`src/hw/rtl/tdp_pkg.sv`:
```
// Package for the trial division prime test: widths, and the command and
// status bundles that pass between controller and datapath.
// No dependencies.
package tdp_pkg;

   // Width of the tested number; bit WIDTH-1 is the sign. Range 8..64.
   localparam int WIDTH   = 32;
   // Width of the req_value port
   localparam int VALUE_W = 32;
   // Magnitude bits of a non-negative value
   localparam int NB      = WIDTH - 1;
   // Divisor and remainder width: holds sqrt(2^NB) + 2
   localparam int D_W     = WIDTH / 2 + 1;
   // Bit counter of the remainder unit
   localparam int CNT_W   = $clog2(NB);

   // Controller to datapath
   typedef struct packed {
      logic load;       // latch a new item, divisor 3
      logic div_start;  // clear remainder, reload dividend shifter
      logic div_step;   // one restoring remainder bit
      logic next_div;   // advance divisor by two, update its square
   } cmd_type;

   // Datapath to controller
   typedef struct packed {
      logic neg;        // sign bit set
      logic lt2;        // value is zero or one
      logic two;        // value is two
      logic even;       // low bit clear
      logic sq_gt_n;    // divisor squared exceeds value
      logic rem_zero;   // remainder is zero
      logic div_last;   // current step is the last remainder bit
   } status_type;

endpackage

```
`src/hw/rtl/tdp_datapath.sv`:
```
// Datapath of the trial division prime test: value, odd divisor, running
// square of the divisor and a bit-serial restoring remainder unit.
// Depends on tdp_pkg.
module tdp_datapath
   import tdp_pkg::*;
(
   input  logic               clock,
   input  logic [VALUE_W-1:0] value,
   input  cmd_type            cmd,
   output status_type         status
);

   logic [WIDTH+VALUE_W-1:0] raw_wide;
   logic [WIDTH-1:0]         raw;

   logic             neg_ff,   neg_in;
   logic [NB-1:0]    n_ff,     n_in;
   logic [D_W-1:0]   d_ff,     d_in;
   logic [WIDTH-1:0] sq_ff,    sq_in;
   logic [D_W-1:0]   rem_ff,   rem_in;
   logic [NB-1:0]    shift_ff, shift_in;
   logic [CNT_W-1:0] cnt_ff,   cnt_in;

   logic [D_W:0]     sh;
   logic [D_W:0]     diff;
   logic             ge;

   // Low WIDTH bits of the port, zero-extended where WIDTH is wider
   assign raw_wide = {{WIDTH{1'b0}}, value};
   assign raw      = raw_wide[WIDTH-1:0];

   // One remainder bit: shift in the next dividend bit, subtract if it fits
   assign sh   = {rem_ff, shift_ff[NB-1]};
   assign diff = sh - {1'b0, d_ff};
   assign ge   = sh >= {1'b0, d_ff};

   // Next-state logic
   always_comb begin
      neg_in   = neg_ff;
      n_in     = n_ff;
      d_in     = d_ff;
      sq_in    = sq_ff;
      rem_in   = rem_ff;
      shift_in = shift_ff;
      cnt_in   = cnt_ff;
      if (cmd.load) begin
         neg_in = raw[WIDTH-1];
         n_in   = raw[NB-1:0];
         d_in   = D_W'(3);
         sq_in  = WIDTH'(9);
      end
      if (cmd.div_start) begin
         rem_in   = '0;
         shift_in = n_ff;
         cnt_in   = '0;
      end
      if (cmd.div_step) begin
         rem_in   = ge ? diff[D_W-1:0] : sh[D_W-1:0];
         shift_in = {shift_ff[NB-2:0], 1'b0};
         cnt_in   = cnt_ff + CNT_W'(1);
      end
      // (d+2)^2 = d^2 + 4d + 4
      if (cmd.next_div) begin
         d_in  = d_ff + D_W'(2);
         sq_in = sq_ff + (WIDTH'(d_ff) << 2) + WIDTH'(4);
      end
   end

   // Payload registers, no reset needed
   always_ff @(posedge clock) begin
      neg_ff   <= neg_in;
      n_ff     <= n_in;
      d_ff     <= d_in;
      sq_ff    <= sq_in;
      rem_ff   <= rem_in;
      shift_ff <= shift_in;
      cnt_ff   <= cnt_in;
   end

   // Status back to the controller
   assign status.neg      = neg_ff;
   assign status.lt2      = n_ff < NB'(2);
   assign status.two      = n_ff == NB'(2);
   assign status.even     = ~n_ff[0];
   assign status.sq_gt_n  = sq_ff > WIDTH'(n_ff);
   assign status.rem_zero = rem_ff == '0;
   assign status.div_last = cnt_ff == CNT_W'(NB - 1);

endmodule

```
`src/hw/rtl/tdp_ctrl.sv`:
```
// Controller of the trial division prime test: sequences the special-case
// checks, each remainder pass and the result strobe.
// Depends on tdp_pkg.
module tdp_ctrl
   import tdp_pkg::*;
(
   input  logic       clock,
   input  logic       reset,
   input  logic       start,
   output logic       busy,
   input  status_type status,
   output cmd_type    cmd,
   output logic       rsp_valid,
   output logic       rsp_prime
);

   typedef enum logic [2:0] {
      S_IDLE,
      S_CHECK,
      S_LOOP,
      S_DIV,
      S_REM
   } state_type;

   state_type state_ff, state_in;
   logic      rsp_valid_ff, rsp_valid_in;
   logic      rsp_prime_ff, rsp_prime_in;

   // Next state, commands and result
   always_comb begin
      state_in     = state_ff;
      rsp_valid_in = 1'b0;
      rsp_prime_in = rsp_prime_ff;
      cmd          = '0;
      unique case (state_ff)
         S_IDLE: begin
            if (start) begin
               cmd.load = 1'b1;
               state_in = S_CHECK;
            end
         end
         // negative, zero, one and even values other than two: not prime; two: prime
         S_CHECK: begin
            priority if (status.neg || status.lt2 || (status.even && !status.two)) begin
               rsp_valid_in = 1'b1;
               rsp_prime_in = 1'b0;
               state_in     = S_IDLE;
            end else if (status.two) begin
               rsp_valid_in = 1'b1;
               rsp_prime_in = 1'b1;
               state_in     = S_IDLE;
            end else begin
               state_in = S_LOOP;
            end
         end
         // no divisor up to the square root left: prime
         S_LOOP: begin
            if (status.sq_gt_n) begin
               rsp_valid_in = 1'b1;
               rsp_prime_in = 1'b1;
               state_in     = S_IDLE;
            end else begin
               cmd.div_start = 1'b1;
               state_in      = S_DIV;
            end
         end
         S_DIV: begin
            cmd.div_step = 1'b1;
            if (status.div_last) begin
               state_in = S_REM;
            end
         end
         S_REM: begin
            if (status.rem_zero) begin
               rsp_valid_in = 1'b1;
               rsp_prime_in = 1'b0;
               state_in     = S_IDLE;
            end else begin
               cmd.next_div = 1'b1;
               state_in     = S_LOOP;
            end
         end
         default: begin
            state_in = S_IDLE;
         end
      endcase
   end

   // State and registered outputs
   always_ff @(posedge clock) begin
      if (reset) begin
         state_ff     <= S_IDLE;
         rsp_valid_ff <= 1'b0;
         rsp_prime_ff <= 1'b0;
      end else begin
         state_ff     <= state_in;
         rsp_valid_ff <= rsp_valid_in;
         rsp_prime_ff <= rsp_prime_in;
      end
   end

   assign busy      = state_ff != S_IDLE;
   assign rsp_valid = rsp_valid_ff;
   assign rsp_prime = rsp_prime_ff;

`ifndef SYNTHESIS
   // An accepted item makes the block busy
   assert property (@(posedge clock) disable iff (reset)
      (start && !busy) |=> busy)
      else $error("accepted item did not raise busy");

   // The result strobe comes with the return to idle
   assert property (@(posedge clock) disable iff (reset)
      rsp_valid |-> !busy)
      else $error("result strobe while busy");

   // One strobe per item: a strobe is never followed directly by another
   assert property (@(posedge clock) disable iff (reset)
      rsp_valid |=> !rsp_valid)
      else $error("result strobe longer than one cycle");

   // A prime result never follows a zero remainder
   assert property (@(posedge clock) disable iff (reset)
      (state_ff == S_REM && status.rem_zero) |=> (rsp_valid && !rsp_prime))
      else $error("zero remainder did not report composite");
`endif

endmodule

```
`src/hw/rtl/trial_division_prime_test_top.sv`:
```
// Top level of the trial division prime test: controller and datapath.
// Depends on tdp_pkg, tdp_ctrl, tdp_datapath.
//
// channel   ports                    handshake
// input     req_value[31:0]          start && !busy
// result    rsp_prime                rsp_valid, one cycle, no stall
//
// Negative, zero, one, two and even values are settled in the check state.
// Otherwise each odd divisor d from 3 with d*d <= value is tried in turn
// until one divides it (setup, one remainder bit a cycle over WIDTH-1
// bits, and test); the result strobe is registered after the deciding
// state. Reset is synchronous and returns the controller to idle; the
// result receiver cannot stall, and a new item may start in the strobe cycle.
module trial_division_prime_test_top
   import tdp_pkg::*;
(
   input  logic               clock,
   input  logic               reset,
   input  logic               start,
   output logic               busy,
   input  logic [VALUE_W-1:0] req_value,
   output logic               rsp_valid,
   output logic               rsp_prime
);

   cmd_type    cmd;
   status_type status;

   tdp_ctrl u_ctrl (
      .clock     (clock),
      .reset     (reset),
      .start     (start),
      .busy      (busy),
      .status    (status),
      .cmd       (cmd),
      .rsp_valid (rsp_valid),
      .rsp_prime (rsp_prime)
   );

   tdp_datapath u_datapath (
      .clock  (clock),
      .value  (req_value),
      .cmd    (cmd),
      .status (status)
   );

endmodule

```
`config.mk`:
```
export PLATFORM = sky130hd
export DESIGN_NAME = trial_division_prime_test_top
export DESIGN_NICKNAME = d
export VERILOG_FILES = /design/src/hw/rtl/tdp_pkg.sv /design/src/hw/rtl/tdp_datapath.sv /design/src/hw/rtl/tdp_ctrl.sv /design/src/hw/rtl/trial_division_prime_test_top.sv
export SDC_FILE = /design/constraint.sdc
export NUM_CORES = 1
export LEC_CHECK = 0
export ABC_AREA = 1
export BUFFER_PORTS_ARGS = -buffer_cell sky130_fd_sc_hd__buf_4
export CAP_MARGIN = 25
export CORE_MARGIN = 2
export CORE_UTILIZATION = 35
export CTS_CLUSTER_DIAMETER = 30
export DETAILED_ROUTE_END_ITERATION = 12
export HOLD_SLACK_MARGIN = 0.12
export PLACE_DENSITY = 0.55
export SLEW_MARGIN = 25
export SYNTH_ARGS = -nofsm -noshare
export SYNTH_HDL_FRONTEND = slang
export SYNTH_SLANG_ARGS = --single-unit
```
`constraint.sdc`:
```
create_clock -name clock -period 5.7 [get_ports clock]
set_input_delay 0.855 -clock clock [delete_from_list [all_inputs] [get_ports clock]]
set_output_delay 0.855 -clock clock [all_outputs]
set_load 0.02 [all_outputs]
```
# --- Yosys cells after proc, flatten, opt, wreduce, memory -nomap -nowiden ---
# Index checks and enable logic that the tools add are counted.
totals:
  latchBits: 0
  mem_bits_rw: 0
  elab_cells: 78
  output_inout_bits: 3
  ff_bits: 139
  inputBits: 35
  romBits: 0
  mem_count: 0
classes:
  eq_ne: 11
  n_reduce_logical: 12
  n_div: 0
  n_shift: 0
  mul: 0
  order_cmp: 3
  addsub: 5
  n_mux: 35
  n_bitwise: 1
op_table:
  columns: ["cell", "count"]
  rows:
  - ["$mux 17", 5]
  - ["$mux 32", 2]
  - ["$mux 31", 2]
  - ["$add 32x19->32", 1]
  - ["$add 32x3->32 const B", 1]
  - ["$gt 32x31->1", 1]
  - ["$eq 31x2->1 const B", 1]
  - ["$lt 31x2->1 const B", 1]
  - ["$ge 18x17->1", 1]
  - ["$add 17x2->17 const B", 1]
  - ["$logic_not 17->1", 1]
  - ["$sub 17x17->17", 1]
  - ["$mux 1", 15]
  - ["$pmux 3 s5", 1]
  - ["$mux 5", 2]
  - ["$mux 3", 3]
  - ["$ne 2x2->1 const B", 4]
  - ["$eq 3x2->1 const B", 2]
  - ["$mux 2", 3]
  - ["$pmux 1 s3", 2]
  - ["$reduce_bool 3->1", 2]
  - ["$add 5x1->5 const B", 1]
  - ["$eq 5x5->1 const B", 1]
  - ["$reduce_and 4->1", 1]
  - ["other kinds (10)", 12]

# --- Depth between registers and ports, before layout ---
# Gate-level depths: netlist (run 1).
logic_depth:
  depth_word: 6
  mapped_depth: 15
  mapped_depth_nobuf: 15

# --- Hierarchy ---
# A second synthesis (run 1) with hierarchy kept.
hier_totals:
  hier_cells: 1207
  hier_area_um2: 9396.5
modules_own_cells:
  columns: ["mod", "instances", "cells_each", "area_each_um2", "seq_area_each_um2"]
  rows:
  - ["tdp_datapath", 1, 1153, 9071.2, 3893.7]
  - ["tdp_ctrl", 1, 54, 325.3, 100.1]

# --- Least setup slack after synthesis (run 1) ---
# OpenSTA, ideal clock, no wires.
synth_timing:
  path_kind: "input -> register"
  start: "input start"
  end: "register u_datapath.d_ff[10] (enable)"
  arrival_ns: 4.085
  path_slack_ns: 1.105
  required_ns: 5.190
  n_path_buf: 0
  setup_ns: 0.510
  cell_stages: 2
  cell_sequence: "inv_1 o21ai_0"
synth_between:
  elab_chain_len: 3
synth_rtl:
  columns: ["item", "line_no", "text"]
  rows:
  - ["from (decl)", "trial_division_prime_test_top.sv:19", "input logic start,"]
  - ["$mux 1", "tdp_ctrl.sv:37", "if (start) begin"]
  - ["$mux 1", "tdp_ctrl.sv:35", "unique case (state_ff)"]
  - ["$reduce_bool 2->1 (no line)", null, null]
  - ["to (signal assigned)", "tdp_datapath.sv:73", "d_ff <= d_in;"]
  - ["to (decl)", "tdp_datapath.sv:18", "logic [D_W-1:0] d_ff, d_in;"]
# No other way between the ends.
# A chain may end at the register's enable or synchronous reset.

# --- Worst setup path in the final report (run 1) ---
layout_timing:
  start: "register u_datapath.sq_ff[23]"
  end: "register u_datapath.shift_ff[28] (enable)"
layout_between:
  elab_chain_len: 4
layout_rtl:
  columns: ["item", "line_no", "text"]
  rows:
  - ["from (decl)", "tdp_datapath.sv:19", "logic [WIDTH-1:0] sq_ff, sq_in;"]
  - ["from (signal assigned)", "tdp_datapath.sv:74", "sq_ff <= sq_in;"]
  - ["$gt 32x31->1", "tdp_datapath.sv:85", "assign status.sq_gt_n = sq_ff > WIDTH'(n_ff);"]
  - ["$mux 1", "tdp_ctrl.sv:58", "if (status.sq_gt_n) begin"]
  - ["$mux 1", "tdp_ctrl.sv:35", null]
  - ["$reduce_bool 2->1 (no line)", null, null]
  - ["to (signal assigned)", "tdp_datapath.sv:76", "shift_ff <= shift_in;"]
  - ["to (decl)", "tdp_datapath.sv:21", "logic [NB-1:0] shift_ff, shift_in;"]
# No other way between the ends.

==> reports/summary.txt, run 1 <==
top cell type by total area after synthesis -> edfxtp_1
post-synthesis sequential area ratio -> 45.1%
share of cells above drive strength 1 -> 13.6%
FF+latch count, synth -> 135
Slew headroom -> 56.5%
f_max -> 297 MHz
Pleak -> 4.31 nW
Max Root-Sink Buffers -> 2
design area -> 10,100 um2
slowest CP cell -> nand2_2
Placement Cell Area -> 9530 um2
Non-Filler Instances -> 1,407
Layout area overhead -> 14.3%
# setup viols final -> 0
First-pass DRT Iterations -> 6
Worst Setup Slack post-DPL -> 2290 ps
initial antenna violation count -> 1
count of cells resized by post-cts repair -> 0
largest net degree at the start of global routing -> 50
area of the multi-input gates -> 4280 um2
filler cell count -> 2,518
measured slew at the worst slew-check pin -> 646 ps
DR vias/cell -> 4.82
crit path time final -> 3370 ps
DR iter-0 viols -> 576
WL/cell -> 14.9 um
worst-skew pair later-pin latency -> 430 ps
critical path's top delay family -> simple AND/OR/NAND/NOR gates
Vert. Die Dim -> 163 um
placed cell count -> 1,375
Final Worst Setup Slack -> 2330 ps
kind of critical path -> reg -> reg
post-route ant nets -> 0
Crit. End Element -> flip-flop
num rows -> 58
critical path startpoint category -> flip-flop
Routed WL -> 21.0 mm
register area -> 3990 um2
pwr/cell area -> 278 nW/um2
clk_skew -> 13.8 ps
Detail Placement HPWL -> 16.2 mm
number of synthesized flops with an enable pin -> 129
GP Congestion -> 0.871
Synth Net Count -> 1,133
fin nets -> 1,181
CTS tree -> yes
CTS Hold Bufs -> 0
largest cells by area after synthesis -> edfxtp_1 (44%), ha_1 (11%), nand2_1 (9.4%)
RSZ-0062 raised after global routing -> no
Synth cell types -> 46
die area -> 26,600 um2
Critical Path Fanout Max -> 34
H-tree level count -> 4
setup TNS -> 0 ps
post-CTS setup buffers -> 0
Reg clk slew, reported paths -> 60 ps
Worst IR Drop VDD -> 173 uV
total CTS buffers -> 17
Hold Path Class -> reg -> reg
total gr overflow -> 0
Initial Util -> 35.4%
crit path cell chain -> ha_1 -> nand2_1 -> nor2_1 -> nand4_1 -> nor2_1 -> nand4_1 -> nand2_2 -> nand2_4 -> nand2_2 -> buf_4
GRT Overall Usage -> 16.5%
Worst EP required -> 5780 ps
# IOs -> 38
count of buffer and inverter cells on the critical path -> 1
Synth Instances -> 1,016
synthesized cell area -> 8860 um2
MaxCap Viol Count -> 0
status -> complete, no violations
Remaining DRCs -> 0
die width -> 163 um
total power -> 2.81 mW
largest stage delay on the critical path -> 620 ps
crit path DAT -> 3450 ps
ys flop type -> edfxtp_1
clock root buffer -> clkbuf_16
vias in the first global route -> 6,592
Final Cycle Share -> 59.1%
fin. max-slew vios -> 0
PortBufs -> 37
ant diodes -> 0
top-area cell type share of the netlist area -> 43.7%
Syn Area/Cell -> 8.72 um2
final hold viol count -> 0
area of the core -> 25,000 um2
first-pass GRT wire length -> 34.2 mm
# clock sinks -> 135
fraction of registers with async set/reset -> 0%
DR vias -> 6,785
Ys Warns -> 0
cell type report:
class	instances	area share (%)
multi-input cells	731	42.3
well taps	330	4.08
inverters	135	5.00
repair buffers	44	3.34
clock buffers	18	4.24
flip-flops and latches	135	39.4
clock inverters	14	1.63
Yosys cell counts, types with 4 or more instances:
cell type / instances
nor3_2: 4
o21ai_1: 21
xor2_1: 5
buf_2: 6
edfxtp_1: 129
inv_2: 5
nor2_2: 6
dfxtp_1: 6
nand2_1: 221
nand2_2: 8
o21a_1: 5
ha_1: 80
xnor2_1: 8
o21ai_0: 39
nand4_1: 14
a31oi_1: 5
nor3_1: 20
o21ai_2: 31
nor2_1: 101
a21oi_1: 91
nor4_1: 4
buf_6: 5
inv_1: 129
nand3_1: 36
report_power, final:
group          internal, mW  switching, mW
sequential             1.16         0.0451
combinational         0.164          0.310
clock                 0.658          0.481
cells in the final DEF, fill, tap and decap left out, types with 2 or more instances in the layout:
cell        instances
o21ai_0            38
nand3_1            36
clkinvlp_4          4
buf_4              43
a31oi_1             5
inv_2               5
xor2_1              5
o21bai_1            3
o21ai_2            31
xnor2_1             8
inv_8               2
bufinv_16           2
nand3b_1            3
nor3_1             20
a21o_1              3
dfxtp_1             6
inv_6               5
nor2_1            100
a21oi_2             3
edfxtp_1          129
nand2_2             9
nor2_2              7
nor3b_1             2
clkbuf_16          17
inv_1             129
nand3_2             3
nor4_1              4
o21ai_1            21
nand2_1           220
nor3_2              3
ha_1               80
nor2_4              2
a21oi_1            91
o21a_1              5
nand4_1            14
fa_1                2
routing by layer:
| layer | track usage (%) | vias up | share of wire [%] |
|---|---|---|---|
| li1 | - | 3573 | - |
| met1 | 23.4 | 3086 | 51 |
| met2 | 26.2 | 109 | 45 |
| met3 | 2.59 | 17 | 3.2 |
| met4 | 4.51 | 0 | 1.5 |
| met5 | 0 | - | 0 |
path summary, 6_finish.rpt:
| path | depth (start not counted) | slack, ps | from | endpoint |
|---|---|---|---|---|
| worst min register to register | 2 | 470 | u_datapath.shift_ff[0] | u_datapath.shift_ff[0] |
| worst max register to register | 10 | 2330 | u_datapath.sq_ff[23] | u_datapath.shift_ff[28] |
| worst min-delay path | 2 | 470 | u_datapath.shift_ff[0] | u_datapath.shift_ff[0] |
| worst max-delay path | 10 | 2330 | u_datapath.sq_ff[23] | u_datapath.shift_ff[28] |
metrics by stage:
| step | hold slack [ps] | utilization, % |
|---|---|---|
| 2_1_floorplan | 440 | - |
| 3_3_place_gp | 456 | 38.0 |
| 3_5_place_dp | 461 | 38.1 |
| 4_1_cts | 469 | 40.4 |
| 5_1_grt | 487 | 40.4 |
| 6_report | 466 | 40.4 |
state kept, by name, indices dropped and copies added (netlist names):
name	cells
u_datapath.neg_ff	1
u_ctrl.rsp_valid	1
u_datapath.sq_ff	29
u_datapath.shift_ff	31
u_ctrl.rsp_prime	1
u_datapath.cnt_ff	5
u_ctrl.state_ff	3
u_datapath.n_ff	31
u_datapath.rem_ff	17
u_datapath.d_ff	16
worst min-delay path: cells and delay by family (launching register included):
family	cells	cell delay, ps
AO/OA/AOI/OAI	1	50
AND/OR/NAND/NOR	1	60
flip-flops	1	310
kinds of logic (layout without fill, tap and decap cells):
kind of cell	count (synthesis)	count (layout)	synth area share [%]
and+or+nand+nor	430	430	21.2
adders and majority gates	82	82	11.8
DFF	135	135	45.1
AOI/OAI and AO/OA	206	206	13.8
buffers and inverters	150	211	6.86
xor gates and xnor gates	13	13	1.29
Power figures use the tool's default switching activity.
==> run 2: changes to the inputs <==
--- a/config.mk
+++ b/config.mk
@@ -5,7 +5,7 @@
 export SDC_FILE = /design/constraint.sdc
 export NUM_CORES = 1
 export LEC_CHECK = 0
-export ABC_AREA = 1
+export ABC_AREA = 0
 export BUFFER_PORTS_ARGS = -buffer_cell sky130_fd_sc_hd__buf_4
 export CAP_MARGIN = 25
 export CORE_MARGIN = 2
==> constraint.sdc (replaced) <==
create_clock -name clock -period 3.4 [get_ports clock]
set_input_delay 0.51 -clock clock [delete_from_list [all_inputs] [get_ports clock]]
set_output_delay 0.51 -clock clock [all_outputs]
set_load 0.02 [all_outputs]
==> run 2 against run 1 <==
Effect of this change: flip-flop and latch count stayed put; die area is 6.2% lower; hold slack worse by 220 ps; total power is 56% higher; sequential share of layout area is 1.9 points higher; sequential power is 63% higher; fmax is 4.6% higher; clock power is 67% higher; wire length is 8.7% lower; first-iteration DRC count is 32% lower; via count is 12% lower; synthesized area is 6.3% lower.
==> reports/summary.txt, run 2 <==
Hold EP -> u_datapath.n_ff[7]
status -> complete, no violations
Non-Filler Instances -> 1,144
ant diodes -> 0
MaxCap Viol Count -> 0
pwr/cell area -> 454 nW/um2
Worst Setup Slack post-DPL -> 167 ps
synthesized cell area -> 8300 um2
register share of total power -> 44.6%
Synth cell types -> 70
Placement Cell Area -> 9050 um2
post-route ant nets -> 0
# clock sinks -> 135
sw frac -> 26.6%
commonest cells after routing, fill and taps aside -> edfxtp_1 (129), ha_1 (80), nor2_1 (71), inv_1 (63), buf_4 (50)
kind of critical path -> reg -> reg
CTS Hold Bufs -> 0
worst-skew pair later-pin latency -> 440 ps
Final Worst Setup Slack -> 180 ps
top cell type by total area after synthesis -> edfxtp_1
Pleak -> 3.75 nW
fraction of registers with async set/reset -> 0%
die width -> 158 um
design area -> 9670 um2
critical hold path startpoint -> req_value[7]
Critical R2R Launch -> u_datapath.d_ff[7]
crit path time final -> 3220 ps
Worst IR Drop VDD -> 299 uV
initial antenna violation count -> 0
PortBufs -> 37
total CTS buffers -> 17
reg2reg end -> u_datapath.sq_ff[24]
number of synthesized flops with an enable pin -> 129
Final Cycle Share -> 94.7%
most common cell after layout, fill and taps aside -> edfxtp_1
share of cells above drive strength 1 -> 12.5%
# IOs -> 38
ys flop type -> edfxtp_1
R2R depth -> 10
sw power -> 1.17 mW
hold path cells -> 1
Reg clk slew, reported paths -> 60 ps
register area -> 3990 um2
power share of the combinational group -> 12.1%
Synth top cells by count -> edfxtp_1 (129), ha_1 (80), nor2_1 (72)
measured slew at the worst slew-check pin -> 925 ps
RSZ-0062 raised after global routing -> no
fin nets -> 929
Detail Placement HPWL -> 13.6 mm
first-pass GRT wire length -> 31.2 mm
DR iter-0 viols -> 389
top-area cell type share of the netlist area -> 46.7%
final hold viol count -> 0
die area -> 25,000 um2
f_max -> 311 MHz
Initial Util -> 35.5%
Synth Net Count -> 879
clk_skew -> 28.6 ps
placed cell count -> 1,110
Layout area overhead -> 16.5%
total power -> 4.39 mW
critical path startpoint category -> flip-flop
setup TNS -> 0 ps
num rows -> 56
# setup viols final -> 0
largest net degree at the start of global routing -> 46
DR vias -> 5,990
H-tree level count -> 4
Crit. End Element -> flip-flop
total gr overflow -> 0
Critical Path Fanout Max -> 6
most numerous cell in the Yosys netlist -> edfxtp_1
DR vias/cell -> 5.24
CTS tree -> yes
Finished Core Util -> 41.3%
Max Root-Sink Buffers -> 2
Ys Warns -> 0
FF+latch count, synth -> 135
fin. max-slew vios -> 0
crit path DAT -> 3390 ps
Clock power frac -> 43.2%
area of the multi-input gates -> 4040 um2
filler cell count -> 2,270
Remaining DRCs -> 0
Slew headroom -> 38.2%
GRT Overall Usage -> 16.3%
WL/cell -> 16.8 um
reg-to-reg setup timing slack -> 180 ps
clock root buffer -> clkbuf_16
GP Congestion -> 0.846
Routed WL -> 19.2 mm
Vert. Die Dim -> 158 um
largest cells by area after synthesis -> edfxtp_1 (47%), ha_1 (12%), nor2_1 (3.3%)
Worst EP required -> 3570 ps
post-synthesis sequential area ratio -> 48.1%
biggest regs -> u_datapath.n_ff (31), u_datapath.shift_ff (31), u_datapath.sq_ff (29)
Hold Path Class -> in -> reg
First-pass DRT Iterations -> 5
Synth Instances -> 762
vias in the first global route -> 5,919
internal power -> 3.22 mW
area of the core -> 23,400 um2
Syn Area/Cell -> 10.9 um2
hold slack -> 242 ps
-- run 2: how the worst max path moves through the flow --
stage	slack, ps	startpoint	to	cells past startpoint
2_1_floorplan	210	u_datapath.sq_ff[29]	u_datapath.cnt_ff[0]	8
3_3_place_gp	250	u_datapath.sq_ff[9]	u_datapath.sq_ff[30]	10
3_5_place_dp	170	u_datapath.d_ff[7]	u_datapath.sq_ff[30]	10
4_1_cts	140	u_datapath.d_ff[7]	u_datapath.sq_ff[24]	10
5_1_grt	2	u_datapath.d_ff[7]	u_datapath.sq_ff[30]	10
6_report	180	u_datapath.d_ff[7]	u_datapath.sq_ff[24]	10
-- run 2: layout make-up --
cell class,count,area share (%)
clock buffers,18,4.44
repair buffers,52,4.14
well taps,319,4.13
inverters,63,2.45
clock inverters,14,1.68
multi-input cells,543,41.8
flip-flops and latches,135,41.3
-- run 2: critical path, cell delays in order, from the launching register on --
cell	delay, ps
edfxtp_1	420
ha_1	300
ha_1	410
a2111oi_4	390
o21ai_2	150
a221oi_4	320
o211ai_2	160
a2111oi_4	430
buf_4	210
or4_1	140
a21oi_2	60
-- run 2: metal layers --
| metal | vias up | wire (um) | share of wire [%] | global-route usage, % |
|---|---|---|---|---|
| li1 | 2988 | - | - | - |
| met1 | 2861 | 9010 | 47 | 21.8 |
| met2 | 117 | 9150 | 48 | 26.5 |
| met3 | 24 | 680 | 3.5 | 3.67 |
| met4 | 0 | 316 | 1.6 | 4.98 |
| met5 | - | 0 | 0 | 0 |
-- run 2: power by group through the flow --
stage                     Clock, mW  Sequential, mW  Combinational, mW
after floorplan                   0            1.97              0.386
after global placement            0            1.99              0.525
after detailed placement          0            1.99              0.530
after CTS                      1.94            1.96              0.534
after global routing           2.01            1.97              0.606
final                          1.90            1.96              0.534
-- run 2: cell families after synthesis --
kind of cell    after synthesis  synth area share, %
simple gates                231                 14.0
compound gates              174                 15.1
flops                       135                 48.1
buf+inv                      84                 3.95
fa+ha+maj                    82                 12.5
xor+xnor                     38                 4.01
mux                          18                 2.20
-- run 2: repair_timing --
action | CTS | global route
setup endpoints to repair | 0 | 6
hold endpoints to repair | 0 | 0
resized for setup | 0 | 2
buffers inserted | 0 | 1
